==> src/rtl/bps_pkg.sv <==
// Beep pattern sequencer package: pattern table, widths and lookup functions.
// No dependencies; used by bps_item_if and by beep_pattern_sequencer.
`timescale 1ns / 1ps
`default_nettype none

package bps_pkg;

  // Longest pattern that the sequencer plays (steps beyond read as zero length)
  localparam int MAX_STEPS     = 8;
  localparam int PATTERN_COUNT = 9;
  localparam int TABLE_COLS    = 8;

  localparam int EFFECT_W = 4;
  localparam int TIME_W   = 32;
  localparam int STEP_W   = 3;
  localparam int DUR_W    = 10;
  localparam int LEN_W    = 5;

  // Item kinds
  localparam logic ACT_UPDATE = 1'b0;
  localparam logic ACT_START  = 1'b1;

  typedef logic [DUR_W-1:0] dur_t;
  typedef logic [LEN_W-1:0] len_t;

  localparam dur_t DURATIONS [PATTERN_COUNT][TABLE_COLS] = '{
    '{10'd0,   10'd0,  10'd0,   10'd0,  10'd0,   10'd0, 10'd0, 10'd0},
    '{10'd25,  10'd0,  10'd0,   10'd0,  10'd0,   10'd0, 10'd0, 10'd0},
    '{10'd50,  10'd40, 10'd50,  10'd0,  10'd0,   10'd0, 10'd0, 10'd0},
    '{10'd45,  10'd0,  10'd0,   10'd0,  10'd0,   10'd0, 10'd0, 10'd0},
    '{10'd15,  10'd20, 10'd15,  10'd0,  10'd0,   10'd0, 10'd0, 10'd0},
    '{10'd120, 10'd0,  10'd0,   10'd0,  10'd0,   10'd0, 10'd0, 10'd0},
    '{10'd250, 10'd0,  10'd0,   10'd0,  10'd0,   10'd0, 10'd0, 10'd0},
    '{10'd100, 10'd50, 10'd100, 10'd50, 10'd300, 10'd0, 10'd0, 10'd0},
    '{10'd700, 10'd0,  10'd0,   10'd0,  10'd0,   10'd0, 10'd0, 10'd0}
  };

  localparam len_t STEP_COUNTS [PATTERN_COUNT] = '{
    5'd0, 5'd1, 5'd3, 5'd1, 5'd3, 5'd1, 5'd1, 5'd5, 5'd1
  };

  // Number of steps of a pattern, clipped to MAX_STEPS
  function automatic len_t pattern_length(input logic [EFFECT_W-1:0] p);
    len_t n;
    n = '0;
    if (int'(p) < PATTERN_COUNT) begin
      n = STEP_COUNTS[p];
      if (int'(n) > MAX_STEPS) begin
        n = LEN_W'(MAX_STEPS);
      end
    end
    return n;
  endfunction

  // Duration of one step; outside the table it is zero
  function automatic dur_t step_duration(input logic [EFFECT_W-1:0] p,
                                         input logic [STEP_W-1:0]   s);
    dur_t d;
    d = '0;
    if (int'(p) < PATTERN_COUNT && int'(s) < TABLE_COLS && int'(s) < MAX_STEPS) begin
      d = DURATIONS[p][s];
    end
    return d;
  endfunction

endpackage

`default_nettype wire

==> src/rtl/bps_item_if.sv <==
// Input channel of the beep pattern sequencer: valid/ready with one item.
// Depends on bps_pkg for field widths.
`timescale 1ns / 1ps
`default_nettype none

interface bps_item_if;
  logic                          valid;
  logic                          ready;
  logic                          action;
  logic [bps_pkg::EFFECT_W-1:0]  effect;
  logic [bps_pkg::TIME_W-1:0]    now_ms;

  modport source (output valid, output action, output effect, output now_ms,
                  input ready);
  modport sink   (input valid, input action, input effect, input now_ms,
                  output ready);
endinterface

`default_nettype wire

==> src/rtl/bps_result_if.sv <==
// Output channel of the beep pattern sequencer: valid/ready with one result.
// No dependencies.
`timescale 1ns / 1ps
`default_nettype none

interface bps_result_if;
  logic valid;
  logic ready;
  logic buzzer_on;
  logic playing;

  modport source (output valid, output buzzer_on, output playing, input ready);
  modport sink   (input valid, input buzzer_on, input playing, output ready);
endinterface

`default_nettype wire

==> src/rtl/beep_pattern_sequencer.sv <==
// Beep pattern sequencer top level: input register, state update, result register.
// Depends on bps_pkg, bps_item_if and bps_result_if.
//
//   channel  dir  payload                        transfer when
//   item     in   action, effect[3:0], now_ms    item.valid & item.ready
//   result   out  buzzer_on, playing             result.valid & result.ready
//
// One item per cycle sustained while result.ready holds; an item transfer loads
// the input register, and the result register loads from it when the result
// side can take it. The pattern state is updated in the same cycle that the
// result is loaded, so the rate-limiting loop is the step-timing subtract/compare.
// rst is synchronous; it clears state and both stage valids.
// A stalled result holds the input register; item.ready drops only when both
// stages are full.
`timescale 1ns / 1ps
`default_nettype none

module beep_pattern_sequencer (
  input  wire          clk,
  input  wire          rst,
  bps_item_if.sink     item,
  bps_result_if.source result
);

  // Input stage
  logic                         in_valid;
  logic                         in_action;
  logic [bps_pkg::EFFECT_W-1:0] in_effect;
  logic [bps_pkg::TIME_W-1:0]   in_now;

  // Pattern state
  logic [bps_pkg::EFFECT_W-1:0] active_pattern;
  logic [bps_pkg::STEP_W-1:0]   step_index;
  logic [bps_pkg::TIME_W-1:0]   step_start_ms;
  logic                         play_flag;
  logic                         sound_level;

  logic [bps_pkg::EFFECT_W-1:0] active_pattern_next;
  logic [bps_pkg::STEP_W-1:0]   step_index_next;
  logic [bps_pkg::TIME_W-1:0]   step_start_ms_next;
  logic                         play_flag_next;
  logic                         sound_level_next;

  // Result stage
  logic out_valid;
  logic out_buzzer;
  logic out_playing;

  logic advance;
  logic [bps_pkg::TIME_W-1:0] elapsed;
  logic [bps_pkg::STEP_W-1:0] step_inc;
  bps_pkg::dur_t              cur_dur;

  assign advance    = in_valid && (!out_valid || result.ready);
  assign item.ready = !in_valid || advance;

  assign result.valid     = out_valid;
  assign result.buzzer_on = out_buzzer;
  assign result.playing   = out_playing;

  assign elapsed  = in_now - step_start_ms;
  assign cur_dur  = bps_pkg::step_duration(active_pattern, step_index);
  assign step_inc = step_index + bps_pkg::STEP_W'(1);

  // Next pattern state for the item held in the input register
  always_comb begin
    active_pattern_next = active_pattern;
    step_index_next     = step_index;
    step_start_ms_next  = step_start_ms;
    play_flag_next      = play_flag;
    sound_level_next    = sound_level;
    if (in_action == bps_pkg::ACT_START) begin
      if (int'(in_effect) < bps_pkg::PATTERN_COUNT) begin
        active_pattern_next = in_effect;
        if (bps_pkg::pattern_length(in_effect) == '0) begin
          play_flag_next   = 1'b0;
          sound_level_next = 1'b0;
        end else begin
          step_index_next    = '0;
          step_start_ms_next = in_now;
          play_flag_next     = 1'b1;
          sound_level_next   = 1'b1;
        end
      end
    end else if (play_flag) begin
      if (elapsed >= {{(bps_pkg::TIME_W-bps_pkg::DUR_W){1'b0}}, cur_dur}) begin
        step_index_next    = step_inc;
        step_start_ms_next = in_now;
        if ({{(bps_pkg::LEN_W-bps_pkg::STEP_W){1'b0}}, step_inc}
            < bps_pkg::pattern_length(active_pattern)) begin
          sound_level_next = !step_inc[0];
        end else begin
          play_flag_next   = 1'b0;
          sound_level_next = 1'b0;
        end
      end
    end
  end

  // Input register
  always_ff @(posedge clk) begin
    if (rst) begin
      in_valid <= 1'b0;
    end else if (item.ready) begin
      in_valid <= item.valid;
    end
    if (item.valid && item.ready) begin
      in_action <= item.action;
      in_effect <= item.effect;
      in_now    <= item.now_ms;
    end
  end

  // State and result register
  always_ff @(posedge clk) begin
    if (rst) begin
      active_pattern <= '0;
      step_index     <= '0;
      step_start_ms  <= '0;
      play_flag      <= 1'b0;
      sound_level    <= 1'b0;
      out_valid      <= 1'b0;
    end else begin
      if (advance) begin
        active_pattern <= active_pattern_next;
        step_index     <= step_index_next;
        step_start_ms  <= step_start_ms_next;
        play_flag      <= play_flag_next;
        sound_level    <= sound_level_next;
        out_valid      <= 1'b1;
      end else if (result.ready) begin
        out_valid <= 1'b0;
      end
    end
    if (advance) begin
      out_buzzer  <= sound_level_next;
      out_playing <= play_flag_next;
    end
  end

  // Buzzer only sounds while a pattern plays
  a_sound_needs_play: assert property (@(posedge clk) disable iff (rst)
    sound_level |-> play_flag)
    else $error("buzzer on while not playing");

  // A playing pattern is a real one and its step is inside it
  a_play_in_range: assert property (@(posedge clk) disable iff (rst)
    play_flag |-> (active_pattern != '0) &&
                  ({{(bps_pkg::LEN_W-bps_pkg::STEP_W){1'b0}}, step_index}
                   < bps_pkg::pattern_length(active_pattern)))
    else $error("playing with bad pattern or step");

  // A held item is not overwritten while the result side stalls
  a_hold_input: assert property (@(posedge clk) disable iff (rst)
    in_valid && !advance |=> in_valid && $stable(in_now) && $stable(in_effect))
    else $error("input register lost a stalled item");

  // State changes only when an item moves into the result register
  a_state_quiet: assert property (@(posedge clk) disable iff (rst)
    !advance |=> $stable(step_start_ms) && $stable(play_flag))
    else $error("state changed without an item");

endmodule

`default_nettype wire
==> src/flat_wrapper.sv <==
// flat-port wrapper written by rule: the top's interface ports become plain ports
module beep_pattern_sequencer_flat 
  (clk, rst, item_valid, item_action, item_effect, item_now_ms, item_ready, result_valid, result_buzzer_on, result_playing, result_ready);
  bps_item_if item_i ();
  bps_result_if result_i ();
  input  wire clk;
  input  wire rst;
  input wire logic [$bits(item_i.valid)-1:0] item_valid;
  input wire logic [$bits(item_i.action)-1:0] item_action;
  input wire logic [$bits(item_i.effect)-1:0] item_effect;
  input wire logic [$bits(item_i.now_ms)-1:0] item_now_ms;
  output wire logic [$bits(item_i.ready)-1:0] item_ready;
  output wire logic [$bits(result_i.valid)-1:0] result_valid;
  output wire logic [$bits(result_i.buzzer_on)-1:0] result_buzzer_on;
  output wire logic [$bits(result_i.playing)-1:0] result_playing;
  input wire logic [$bits(result_i.ready)-1:0] result_ready;
  assign item_i.valid = item_valid;
  assign item_i.action = item_action;
  assign item_i.effect = item_effect;
  assign item_i.now_ms = item_now_ms;
  assign item_ready = item_i.ready;
  assign result_valid = result_i.valid;
  assign result_buzzer_on = result_i.buzzer_on;
  assign result_playing = result_i.playing;
  assign result_i.ready = result_ready;
  beep_pattern_sequencer u_core (.clk(clk), .rst(rst), .item(item_i), .result(result_i));
endmodule
==> config.mk <==
export PLATFORM = sky130hd
export DESIGN_NAME = beep_pattern_sequencer_flat
export DESIGN_NICKNAME = d
export VERILOG_FILES = /design/src/rtl/bps_pkg.sv /design/src/rtl/bps_item_if.sv /design/src/rtl/bps_result_if.sv /design/src/rtl/beep_pattern_sequencer.sv /design/src/flat_wrapper.sv
export SDC_FILE = /design/constraint.sdc
export NUM_CORES = 1
export LEC_CHECK = 0
export ABC_CLOCK_PERIOD_IN_PS = 5000
export BUFFER_PORTS_ARGS = -buffer_cell sky130_fd_sc_hd__buf_2
export CORE_MARGIN = 2
export CORE_UTILIZATION = 55
export CTS_CLUSTER_SIZE = 10
export DETAILED_ROUTE_END_ITERATION = 10
export PLACE_DENSITY_LB_ADDON = 0.12
export REMOVE_ABC_BUFFERS = 1
export SLEW_MARGIN = 20
export SYNTH_ARGS = -nofsm -noshare
export SYNTH_HDL_FRONTEND = slang
export SYNTH_SLANG_ARGS = --single-unit
==> constraint.sdc <==
create_clock -name clk -period 5 [get_ports clk]
set_clock_uncertainty 0.05 [all_clocks]
set_input_delay 1 -clock clk [delete_from_list [all_inputs] [get_ports clk]]
set_output_delay 1 -clock clk [all_outputs]
set_load 0.01 [all_outputs]
Word level (Yosys, flattened, before mapping)
Memories as Yosys holds them, arrays and structs flattened.
Index checks and enable logic that the tools add are counted.
{"block": "totals", "register_bits": 82, "rom_bits": 1440, "in_bits": 41, "out_inout_bits": 4, "elab_cells": 85, "memories": 3}
{"name": "(no name shown)", "depth": 16, "word_bits": 80, "rd": 1, "rd_clocked_by_memory_dff": 0, "write_ports": 0, "line_no": "bps_pkg.sv:61", "source": "d = DURATIONS[p][s];"}
{"name": "(no name shown)", "depth": 16, "word_bits": 5, "rd": 1, "rd_clocked_by_memory_dff": 0, "write_ports": 0, "line_no": "bps_pkg.sv:47", "source": "n = STEP_COUNTS[p];"}
{"name": "(no name shown)", "depth": 16, "word_bits": 5, "rd": 1, "rd_clocked_by_memory_dff": 0, "write_ports": 0, "line_no": "bps_pkg.sv:47"}
{"block": "op_classes", "addsub": 2, "order_cmp": 9, "eq_ne": 2, "muxes": 41, "bitwise_logic": 3, "n_reduce_logical": 13}
{"cell": "$mux W32", "count": 5}
{"cell": "$mux W80", "count": 2}
{"cell": "$mux W5", "count": 12}
{"cell": "$ge A32 B10 Y1", "count": 1}
{"cell": "$sub A32 B32 Y32", "count": 1}
{"cell": "$bmux W10 S3", "count": 1}
{"cell": "$mux W10", "count": 3}
{"cell": "$mux W3", "count": 5}
{"cell": "$mux W1", "count": 13}
{"cell": "$ge A5 B5 Y1 const B", "count": 2}
{"cell": "$gt A5 B4 Y1 const B", "count": 2}
{"cell": "$not A4 Y5", "count": 2}
{"cell": "$lt A4 B4 Y1 const B", "count": 2}
{"cell": "$reduce_bool A2 Y1", "count": 3}
{"cell": "$logic_not A5 Y1", "count": 1}
{"cell": "$lt A3 B5 Y1", "count": 1}
{"cell": "$reduce_and A5 Y1", "count": 1}
{"cell": "$ge A4 B4 Y1 const B", "count": 1}
{"cell": "$ne A2 B2 Y1 const B", "count": 2}
{"cell": "$not A3 Y4", "count": 1}
{"cell": "$add A3 B1 Y3 const B", "count": 1}
{"cell": "$logic_not A1 Y1", "count": 3}
{"cell": "$reduce_and A3 Y1", "count": 1}
{"cell": "$logic_and A1 B1 Y1", "count": 2}
{"cell": "$logic_or A1 B1 Y1", "count": 2}

Longest topological paths before layout
Gate-level depths: netlist (run 1).
{"block": "logic_depth", "word_depth": 17, "ltp_mapped": 21, "mapped_depth_nobuf": 20}

Least setup slack after synthesis (run 1)
No wires, ideal clock.
{"block": "synth_timing", "path_kind": "register to register", "startpoint": "register u_core.in_now[0] (netlist bit)", "endpoint": "register u_core.sound_level", "arrival_time_ns": 4.633, "required_ns": 4.835, "path_slack_ns": 0.203, "stages_incl_launch_ff": 20, "n_path_buf": 0, "path_cell_list": "edfxtp_1 > inv_1 > ha_1 > inv_1 > fa_1 > a21o_1 > a221o_1 > a21o_1 > a21oi_1 > xnor2_1 > ha_1 > a21oi_1 > o21ai_0 > a32o_1 > or4_1 > or4_4 > nor4b_4 > nand2_1 > mux2i_1 > a2111oi_0"}
{"block": "synth_via", "elab_chain_cells": 5}
{"element": "start: declaration", "line_no": "beep_pattern_sequencer.sv:29", "source": "logic [bps_pkg::TIME_W-1:0] in_now;"}
{"element": "start signal: assignment", "line_no": "beep_pattern_sequencer.sv:110", "source": "in_now <= item.now_ms;"}
{"element": "$sub A32 B32 Y32", "line_no": "beep_pattern_sequencer.sv:61", "source": "assign elapsed = in_now - step_start_ms;"}
{"element": "$ge A32 B10 Y1", "line_no": "beep_pattern_sequencer.sv:86", "source": "if (elapsed >= {{(bps_pkg::TIME_W-bps_pkg::DUR_W){1'b0}}, cur_dur}) begin"}
{"element": "$mux W1", "line_no": "beep_pattern_sequencer.sv:86"}
{"element": "$mux W1", "line_no": "beep_pattern_sequencer.sv:85", "source": "end else if (play_flag) begin"}
{"element": "$mux W1", "line_no": "beep_pattern_sequencer.sv:72", "source": "if (in_action == bps_pkg::ACT_START) begin"}
{"element": "end signal: assignment", "line_no": "beep_pattern_sequencer.sv:129", "source": "sound_level <= sound_level_next;"}
{"element": "end: declaration", "line_no": "beep_pattern_sequencer.sv:36", "source": "logic sound_level;"}
Every way passes these cells.
A chain may end at the register's enable or synchronous reset.

Final worst setup path (run 1)
{"block": "layout_timing", "startpoint": "register u_core.in_now[0] (netlist bit)", "endpoint": "register u_core.step_start_ms[12] (netlist bit)"}
{"block": "layout_via", "elab_chain_cells": 4}
{"element": "$sub A32 B32 Y32", "line_no": "beep_pattern_sequencer.sv:61"}
{"element": "$ge A32 B10 Y1", "line_no": "beep_pattern_sequencer.sv:86"}
{"element": "$reduce_bool A2 Y1 (no source line)"}
{"element": "$reduce_and A5 Y1 (no source line)"}
{"element": "end signal: assignment", "line_no": "beep_pattern_sequencer.sv:127", "source": "step_start_ms <= step_start_ms_next;"}
{"element": "end: declaration", "line_no": "beep_pattern_sequencer.sv:34", "source": "logic [bps_pkg::TIME_W-1:0] step_start_ms;"}
Every way passes these cells.

==> results.sh, run 1 <==
export IMPL_synth_edf_count=39
export IMPL_setup_viol=30
export IMPL_min_period_ns=5.068
export IMPL_synth_seq_cells=82
export IMPL_fillers=908
export IMPL_drc=0
export IMPL_io_buffers=44
export IMPL_yosysSeqAreaShare_pct=34.02
export IMPL_cp_data_arrival_time_ns=5.34
export IMPL_areaGrowthSynthToFinish_pct=17.11
export IMPL_rsz0062_at_grt="true"
export IMPL_cts_buffer_depth=2
export IMPL_dpl_cell_area_um2=6422
export IMPL_cts_htree_levels=3
export IMPL_rows=38
export IMPL_fin_area_um2=6995
export IMPL_via_count=5559
export IMPL_cp_max_fo=14
export IMPL_synth_warnings=0
export IMPL_cp_data_required_time_ns=5.27
export IMPL_dieArea_um2=11710
export IMPL_die_h_um=108.2
export IMPL_netlist_area_um2=5973
export IMPL_worst_setup_path_start_kind="flop"
export IMPL_core_area_um2=10700
export IMPL_fmax_mhz=197.3
export IMPL_n_antenna_cell=0
export IMPL_drv_slew=0
export IMPL_grt_antenna_before_repair=0
export IMPL_cp_end_kind="flop"
export IMPL_hold_violations=0
export IMPL_worst_slew_pin_slew_ns=0.9811
export IMPL_grt_max_degree=41
export IMPL_grt_usage_pct=30.40
export IMPL_final_period_utilization_pct=101.4
export IMPL_cts_root_buf="clkbuf_8"
export IMPL_violations="negative setup slack"
export IMPL_dp_hpwl_mm=12.75
export IMPL_drtAntennaViolNets=0
export IMPL_async_flop_share_pct=0
export IMPL_layout_setup_ws_ns=-0.06789
export IMPL_ir_drop_v=0.0002484
export IMPL_finalNetCount=818
export IMPL_wl_per_cell_um=20.48
export IMPL_relSlewSlack_pct=33.76
export IMPL_hp_class="reg -> reg"
export IMPL_path_clk_slew_ns=0.09
export IMPL_drive_gt1_share_pct=19.78
export IMPL_criticalPathCategory="reg -> reg"
export IMPL_wl_mm=17.88
export IMPL_totalPowerFinal_mw=1.727
export IMPL_initial_core_util_pct=55.84
export IMPL_syn_inst=679
export IMPL_clkLatencyLatePin_ns=0.38
export IMPL_p_per_area_nw_per_um2=246.8
export IMPL_grt_ovfl_total=0
export IMPL_place_gp_congestion=1.047
export IMPL_drt_iter0_drc=508
export IMPL_dr_pass1_iters=5
export IMPL_cts_tree="yes"
export IMPL_die_w_um=108.2
export IMPL_grt_pass1_vias=5160
export IMPL_synthFlopType="dfxtp_1"
export IMPL_numCtsBuffers=9
export IMPL_cts_sinks=82
export IMPL_postSynthAreaPerCell_um2=8.797
export IMPL_drv_cap=0
export IMPL_vias_per_cell=6.368
export IMPL_cts_hold_fix_buffers=0
export IMPL_leakage_nw=2.536
export IMPL_outcome="finished, violations left"
export IMPL_synth_distinct_cells=79
export IMPL_grt_pass1_wl_mm=27.14
export IMPL_ios=45
[path summary, 6_finish.rpt]
check,start,end,slack (ns),depth (start not counted)
min reg2reg,u_core.step_start_ms[23],u_core.step_start_ms[23],0.43,2
max reg2reg,u_core.in_now[0],u_core.step_start_ms[12],-0.07,22
max,u_core.in_now[0],u_core.step_start_ms[12],-0.07,22
min,u_core.step_start_ms[23],u_core.step_start_ms[23],0.43,2
[layer usage]
| metal | share of wire (%) | global-route usage [%] | up-vias |
|---|---|---|---|
| met2 | 45 | 47.30 | 203 |
| met5 | 0 | 0 | - |
| li1 | - | - | 2648 |
| met4 | 2.7 | 11.26 | 0 |
| met1 | 46 | 41.53 | 2673 |
| met3 | 6.3 | 6.570 | 35 |
[Yosys cell counts (all sizes together) (4+ instances only)]
cell | count | area (um^2)
o21a | 4 | 30.03
o31ai | 4 | 30.03
buf | 15 | 87.58
nor3 | 14 | 70.07
nor2b | 5 | 31.28
nand3 | 19 | 95.09
inv | 50 | 187.7
a2111oi | 5 | 50.04
a21oi | 60 | 307.8
nand2b | 11 | 68.82
ha | 48 | 600.6
edfxtp | 39 | 1171
xor2 | 8 | 70.07
nand2 | 53 | 201.5
xnor2 | 11 | 96.34
o22ai | 4 | 25.02
nor2 | 40 | 150.1
o211ai | 7 | 52.55
mux2i | 8 | 80.08
a31o | 32 | 280.3
o21ai | 45 | 229.0
a21o | 11 | 90.08
a31oi | 8 | 50.05
nand4 | 12 | 75.07
clkbuf | 20 | 75.07
dfxtp | 43 | 860.8
and3 | 9 | 56.30
nor4 | 32 | 300.3
a21boi | 6 | 45.04
a211oi | 4 | 30.03
[area by class of cell]
type,count,area (um^2),share of cell area [%]
repair buffers,73,544.3,7.780
clock buffers,12,166.4,2.379
multi-input cells,511,3830,54.75
inverters,51,191.4,2.737
clock inverters,4,56.30,0.8049
well taps,140,175.2,2.504
flip-flops and latches,82,2032,29.05
[metrics by stage]
stage | hold WS, ns | cells | util (%) | setup TNS, ns | setup slack [ns]
floorplan | 0.3918 | 644 | - | 0 | 0.08031
global placement | 0.4071 | 849 | 60.04 | 0 | 0.08429
detailed placement | 0.4199 | 849 | 60.04 | -0.02429 | -0.01548
CTS | 0.4309 | 865 | 62.32 | 0 | 0.02807
global route | 0.4575 | 873 | 65.39 | -7.799 | -0.2618
finish | 0.4279 | 873 | 65.39 | -1.077 | -0.06789
[cells by family (layout without fill, tap and decap cells)]
logic type	Yosys count	in the layout	synth area share, %
AO/OA/AOI/OAI	215	215	24.21
XOR/XNOR	19	19	2.786
adder cells (fa/ha/maj)	49	49	10.39
buffers and inverters	86	140	5.928
flip-flops	82	82	34.02
multiplexers	11	11	1.906
AND/OR/NAND/NOR	217	217	20.76
[report_power, final]
group          switching (mW)  internal [mW]
logic                   0.260          0.166
clock network           0.272          0.279
registers              0.0162          0.734
total                   0.548           1.18
[cells in the final DEF, fill, tap and decap left out, types with 30 or more instances in the layout]
| cell type | count |
|---|---|
| a21oi_1 | 56 |
| nand2_1 | 51 |
| inv_1 | 48 |
| ha_1 | 47 |
| buf_2 | 44 |
| dfxtp_1 | 43 |
| nor2_1 | 40 |
| o21ai_0 | 39 |
| edfxtp_1 | 39 |
| a31o_1 | 30 |
[worst max-delay path, stage by stage, from the launching register on]
cell       delay, ns
edfxtp_1        0.41
inv_1           0.08
ha_2            0.18
inv_2           0.04
fa_2            0.33
a21o_1          0.18
a221o_1         0.31
a21o_1          0.20
a21oi_2         0.14
xnor2_1         0.08
ha_1            0.35
o211ai_1        0.14
nor3_2          0.08
a22oi_1         0.16
o2111ai_1       0.12
or4_1           0.49
or4_4           0.51
nor4b_4         0.37
buf_4           0.19
a21oi_4         0.10
buf_12          0.20
nor4_2          0.15
a31o_1          0.14
[flip-flops by register name, indices dropped and copies added (netlist names)]
name	flops
u_core.result.playing	1
u_core.step_index	3
u_core.in_action	1
u_core.in_valid	1
u_core.in_now	32
u_core.step_start_ms	32
u_core.result.valid	1
u_core.play_flag	1
u_core.active_pattern	4
u_core.result.buzzer_on	1
u_core.in_effect	4
u_core.sound_level	1
[timing repair]
action | 4_1_cts | 5_1_grt
setup buffers | 0 | 4
pin swaps | 2 | 11
hold endpoints to repair | 0 | 0
gates resized for setup | 5 | 36
setup endpoints to repair | 33 | 39
cloned | 0 | 4
Power figures use the tool's default switching activity.
==> run 2: changes to the inputs <==
BUFFER_PORTS_ARGS = not set   (was -buffer_cell sky130_fd_sc_hd__buf_2)
CTS_CLUSTER_SIZE = 8   (was 10)
DONT_BUFFER_PORTS = 1   (was not set)
SKIP_LAST_GASP = 1   (was not set)
==> run 2 against run 1 <==
Non-clock buffer count shrank 45. Sequential power about the same. First-iteration DRC count is 2.6% higher. Clock power shrank 17%. The run now ends clean. Flip-flop and latch count is the same. Total power fell by 7.8%. Register-to-register slack gained 0.07 ns. Final area is 5.7% lower. Routed wire length fell by 7.8%. Sequential share of layout area up 1.8 points. Worst hold slack got worse by 0.0058 ns. Clock-buffer cell count did not move.
==> results.sh, run 2 (synthesis results as in run 1) <==
export IMPL_fillers=923
export IMPL_criticalPathCategory="reg -> reg"
export IMPL_relSlewSlack_pct=18.95
export IMPL_cts_sinks=82
export IMPL_reg2reg_depth=21
export IMPL_die_h_um=108.2
export IMPL_via_count=5252
export IMPL_min_from="u_core.step_start_ms[23]"
export IMPL_initial_core_util_pct=55.84
export IMPL_areaGrowthSynthToFinish_pct=10.45
export IMPL_dp_slack_ns=-0.1025
export IMPL_p_per_area_nw_per_um2=241.4
export IMPL_drt_iter0_drc=521
export IMPL_hold_end="u_core.step_start_ms[23]"
export IMPL_final_cell_mix="a21oi_1, nand2_1, inv_1"
export IMPL_worst_path_largest_cell_delay_ns=0.51
export IMPL_reg2reg_to="u_core.step_start_ms[1]"
export IMPL_wl_mm=16.49
export IMPL_drv_cap=0
export IMPL_mostFrequentLayoutCell="a21oi_1"
export IMPL_reg2reg_slack_ns=0.004
export IMPL_core_area_um2=10700
export IMPL_dr_pass1_iters=5
export IMPL_drc=0
export IMPL_reg_top3="u_core.in_now: 32 flops, u_core.step_start_ms: 32 flops"
export IMPL_cp_data_required_time_ns=5.28
export IMPL_cts_tree="yes"
export IMPL_leakage_nw=2.344
export IMPL_fmax_mhz=200.2
export IMPL_grt_pass1_wl_mm=25.23
export IMPL_grt_pass1_vias=4846
export IMPL_rows=38
export IMPL_drtAntennaViolNets=0
export IMPL_cp_max_fo=10
export IMPL_numCtsBuffers=9
export IMPL_clkLatencyLatePin_ns=0.39
export IMPL_layout_setup_ws_ns=0.003763
export IMPL_totalPowerFinal_mw=1.593
export IMPL_crit_path_top_delay_cell="or4_1"
export IMPL_n_antenna_cell=0
export IMPL_grt_antenna_before_repair=0
export IMPL_cts_htree_levels=3
export IMPL_cts_root_buf="clkbuf_8"
export IMPL_place_gp_congestion=0.9508
export IMPL_min_path_cells=2
export IMPL_path_common_cell="a21o_1"
export IMPL_dieArea_um2=11710
export IMPL_rsz0062_at_grt="true"
export IMPL_cts_buffer_depth=2
export IMPL_hold_violations=0
export IMPL_wl_per_cell_um=19.91
export IMPL_vias_per_cell=6.343
export IMPL_final_period_utilization_pct=99.92
export IMPL_cp_depth=21
export IMPL_drv_slew=0
export IMPL_cp_data_arrival_time_ns=5.27
export IMPL_cts_hold_fix_buffers=0
export IMPL_path_clk_slew_ns=0.09
export IMPL_grt_usage_pct=28.26
export IMPL_dp_hpwl_mm=12.18
export IMPL_worst_setup_path_start_kind="flop"
export IMPL_drive_gt1_share_pct=13.81
export IMPL_r2r_start="u_core.in_now[0]"
export IMPL_grt_ovfl_total=0
export IMPL_cp_top_family="compound AO/OA/AOI/OAI gates"
export IMPL_ir_drop_v=0.0002088
export IMPL_ios=45
export IMPL_finalNetCount=773
export IMPL_outcome="finished, final reports clean"
export IMPL_cp_end_kind="flop"
export IMPL_io_buffers=0
export IMPL_worst_slew_pin_slew_ns=1.216
export IMPL_crit_path_cell_trace="inv_1 -> ha_2 -> inv_2 -> fa_2 -> a21o_1 -> a221o_1 -> a21o_1 -> a21oi_2 -> xnor2_2 -> ha_1 -> a21oi_1 -> o21ai_0 -> a32o_1 -> or4_1 -> or4_4 -> nor4b_4 -> buf_4 -> a21oi_4 -> buf_12 -> nor4_2 -> a31o_1"
export IMPL_hp_class="reg -> reg"
export IMPL_die_w_um=108.2
export IMPL_crit_buf_inv=4
export IMPL_grt_max_degree=42
export IMPL_setup_viol=0
export IMPL_min_period_ns=4.996
==> run 2: worst reg2reg max path, cell delays in order, from the launching register on <==
cell,delay (ns)
edfxtp_1,0.38
inv_1,0.07
ha_2,0.18
inv_2,0.04
fa_2,0.33
a21o_1,0.18
a221o_1,0.32
a21o_1,0.20
a21oi_2,0.16
xnor2_2,0.10
ha_1,0.33
a21oi_1,0.14
o21ai_0,0.10
a32o_1,0.20
or4_1,0.51
or4_4,0.50
nor4b_4,0.34
buf_4,0.18
a21oi_4,0.11
buf_12,0.19
nor4_2,0.17
a31o_1,0.15
==> run 2: metrics by stage <==
step | hold WS [ns] | util (%) | setup TNS (ns) | std cells | instance area [um^2]
2_1_floorplan | 0.3918 | - | 0 | 644 | 5811
3_3_place_gp | 0.3990 | 58.00 | 0 | 807 | 6205
3_5_place_dp | 0.4129 | 58.00 | -1.613 | 807 | 6205
4_1_cts | 0.4252 | 60.22 | 0 | 824 | 6442
5_1_grt | 0.4539 | 61.67 | -5.537 | 828 | 6598
6_report | 0.4221 | 61.67 | 0 | 828 | 6598
==> run 2: worst max-delay path by stage <==
stage | slack, ns | start | end
6_report | 0.004 | u_core.in_now[0] | u_core.step_start_ms[1]
5_1_grt | -0.21 | u_core.in_now[0] | u_core.step_start_ms[1]
4_1_cts | 0.03 | u_core.in_now[0] | u_core.step_start_ms[24]
3_5_place_dp | -0.10 | u_core.in_now[0] | u_core.step_start_ms[28]
3_3_place_gp | 0.0003 | u_core.in_now[0] | u_core.sound_level
2_1_floorplan | 0.08 | u_core.in_now[0] | u_core.step_start_ms[24]
==> run 2: area by class of cell <==
class / instances / area [um^2] / share of cell area (%)
clock inverters: 4 / 26.28 / 0.3983
repair buffers: 28 / 276.5 / 4.191
inverters: 51 / 191.4 / 2.902
multi-input cells: 511 / 3740 / 56.69
clock buffers: 12 / 156.4 / 2.371
flip-flops and latches: 82 / 2032 / 30.80
well taps: 140 / 175.2 / 2.655
==> run 2: what timing repair did <==
| item | 4_1_cts | 5_1_grt |
|---|---|---|
| pin swaps | 5 | 10 |
| endpoints found under the setup margin | 32 | 37 |
| resized for setup | 9 | 20 |
| setup buffers | 1 | 2 |
| endpoints found under the hold margin | 0 | 0 |
| gates cloned | 0 | 2 |
==> run 2: report_power, final <==
| part | switching, mW | internal [mW] |
|---|---|---|
| sequential | 0.0180 | 0.734 |
| clock | 0.247 | 0.210 |
| combinational | 0.235 | 0.148 |
==> run 2: layer usage <==
metal	up-vias	track usage (%)	wire [um]
met1	2552	37.34	7704
met2	129	47.48	7885
met5	-	0	0
met4	0	6.410	191
li1	2557	-	-
met3	14	6.148	706
==> run 3: changes to the inputs <==
CORE_ASPECT_RATIO = 0.6   (was not set)
==> run 3 against run 2 <==
Total power grew 13%. Global-route usage shrank 0.41 points. Clock power grew 45%. The flow now finishes with violations (negative setup slack). Via count increased by 3.8%. Largest cell class unchanged. First-iteration DRC count shrank 10%. Register-to-register slack worse by 0.09 ns. Sequential share of layout area shrank 0.47 points. Sequential power is essentially flat.
==> results.sh, run 3 (synthesis results as in run 1) <==
export IMPL_vias_per_cell=6.631
export IMPL_crit_path_top_delay_cell="or4_4"
export IMPL_crit_buf_inv=5
export IMPL_cts_hold_fix_buffers=0
export IMPL_wl_per_cell_um=20.25
export IMPL_p_per_area_nw_per_um2=268.7
export IMPL_layout_setup_ws_ns=-0.08133
export IMPL_drv_cap=0
export IMPL_outcome="finished, violations left"
export IMPL_placed_cells=796
export IMPL_dr_pass1_iters=7
export IMPL_n_antenna_cell=0
export IMPL_ios=45
export IMPL_criticalPathCategory="reg -> reg"
export IMPL_grt_ovfl_total=0
export IMPL_drt_iter0_drc=467
export IMPL_io_buffers=0
export IMPL_reg_top3="u_core.in_now: 32 flops, u_core.step_start_ms: 32 flops"
export IMPL_grt_pass1_wl_mm=25.93
export IMPL_path_clk_slew_ns=0.07
export IMPL_via_count=5451
export IMPL_worst_setup_path_start_kind="flop"
export IMPL_cts_htree_levels=3
export IMPL_die_w_um=138.5
export IMPL_final_period_utilization_pct=101.6
export IMPL_fin_util_pct=63.44
export IMPL_fmax_mhz=196.8
export IMPL_cp_top_family="compound AO/OA/AOI/OAI gates"
export IMPL_instances_no_fill=822
export IMPL_grt_antenna_before_repair=0
export IMPL_relSlewSlack_pct=36.89
export IMPL_numCtsBuffers=9
export IMPL_grt_pass1_vias=5031
export IMPL_die_h_um=84.73
export IMPL_setup_viol=24
export IMPL_cts_tree="yes"
export IMPL_initial_core_util_pct=56.57
export IMPL_cp_depth=22
export IMPL_hp_class="reg -> reg"
export IMPL_cp_data_required_time_ns=5.18
export IMPL_wl_mm=16.64
export IMPL_min_period_ns=5.081
export IMPL_worst_path_largest_cell_delay_ns=0.51
export IMPL_final_cell_mix="a21oi_1, nand2_1, inv_1"
export IMPL_dp_hpwl_mm=11.43
export IMPL_finalNetCount=768
export IMPL_cp_max_fo=3
export IMPL_cts_buffer_depth=2
export IMPL_clkLatencyLatePin_ns=0.35
export IMPL_cp_end_kind="flop"
export IMPL_cp_data_arrival_time_ns=5.27
export IMPL_rsz0062_at_grt="true"
export IMPL_dieArea_um2=11740
export IMPL_leakage_nw=2.391
export IMPL_cts_root_buf="clkbuf_16"
export IMPL_drive_gt1_share_pct=13.18
export IMPL_grt_usage_pct=27.85
export IMPL_drv_slew=0
export IMPL_ir_drop_v=0.0001901
export IMPL_drc=0
export IMPL_rows=29
export IMPL_crit_path_cell_trace="inv_1 -> ha_2 -> inv_2 -> fa_2 -> a21o_1 -> a221o_1 -> a21o_1 -> a21oi_2 -> xnor2_2 -> ha_1 -> buf_4 -> a21oi_2 -> o21ai_0 -> a32o_1 -> or4_1 -> or4_4 -> nor4b_4 -> buf_4 -> buf_6 -> nand2_4 -> mux2i_1 -> a2111oi_1"
export IMPL_min_path_cells=2
export IMPL_place_gp_congestion=0.9280
export IMPL_grt_max_degree=42
export IMPL_areaGrowthSynthToFinish_pct=12.15
export IMPL_reg2reg_slack_ns=-0.08
export IMPL_cts_sinks=82
export IMPL_dp_slack_ns=-0.1657
export IMPL_worst_slew_pin_slew_ns=0.9467
export IMPL_reg2reg_depth=22
export IMPL_hold_violations=0
export IMPL_drtAntennaViolNets=0
export IMPL_core_area_um2=10560
export IMPL_mostFrequentLayoutCell="a21oi_1"
export IMPL_violations="negative setup slack"
-- run 3: tightest hold or removal path, cell delays in order (launching register included) --
cell     delay (ns)
dfxtp_1        0.31
nand3_1        0.06
a21oi_1        0.06
-- run 3: timing repair --
action / CTS / global route
gates cloned: 1 / 4
gates resized for setup: 8 / 21
setup buffers: 2 / 3
pin swaps: 5 / 23
setup endpoints to repair: 37 / 39
-- run 3: path summary, 6_finish.rpt --
path                       startpoint                  endpoint
max reg2reg          u_core.in_now[0]        u_core.sound_level
min          u_core.step_start_ms[23]  u_core.step_start_ms[23]
min reg2reg  u_core.step_start_ms[23]  u_core.step_start_ms[23]
max                  u_core.in_now[0]        u_core.sound_level
-- run 3: cell type report --
class                           instances  area (um^2)
Clock buffer                            9        225.2
Clock inverter                          7        65.06
Fill cell                             874         3860
Inverter                               51        191.4
Multi-Input combinational cell        511         3707
Sequential cell                        82         2032
Tap cell                              139        173.9
Timing Repair Buffer                   23        304.0
-- run 3: power breakdown --
part           leakage, nW  switching (mW)  internal, mW  total [mW]
Sequential           0.729          0.0178         0.734       0.752
Combinational         1.52           0.235         0.151       0.386
Clock                0.141           0.311         0.351       0.662
-- run 3: metrics by stage --
stage / total power [mW] / area, um^2 / hold slack [ns] / TNS (ns)
6_report: 1.800 / 6699 / 0.4238 / -0.8255
5_1_grt: 1.880 / 6699 / 0.4537 / -8.822
4_1_cts: 1.785 / 6496 / 0.4255 / -0.04737
3_5_place_dp: 1.119 / 6136 / 0.4147 / -2.193
3_3_place_gp: 1.111 / 6108 / 0.4070 / 0
2_1_floorplan: 1.025 / 5811 / 0.3918 / 0
-- run 3: routing by layer --
metal / track usage, % / vias to the layer above / part of all wire [%]
li1: - / 2558 / -
met5: 0 / - / 0
met4: 7.978 / 0 / 1.8
met1: 41.76 / 2581 / 49
met2: 39.83 / 283 / 40
met3: 6.617 / 29 / 9.3
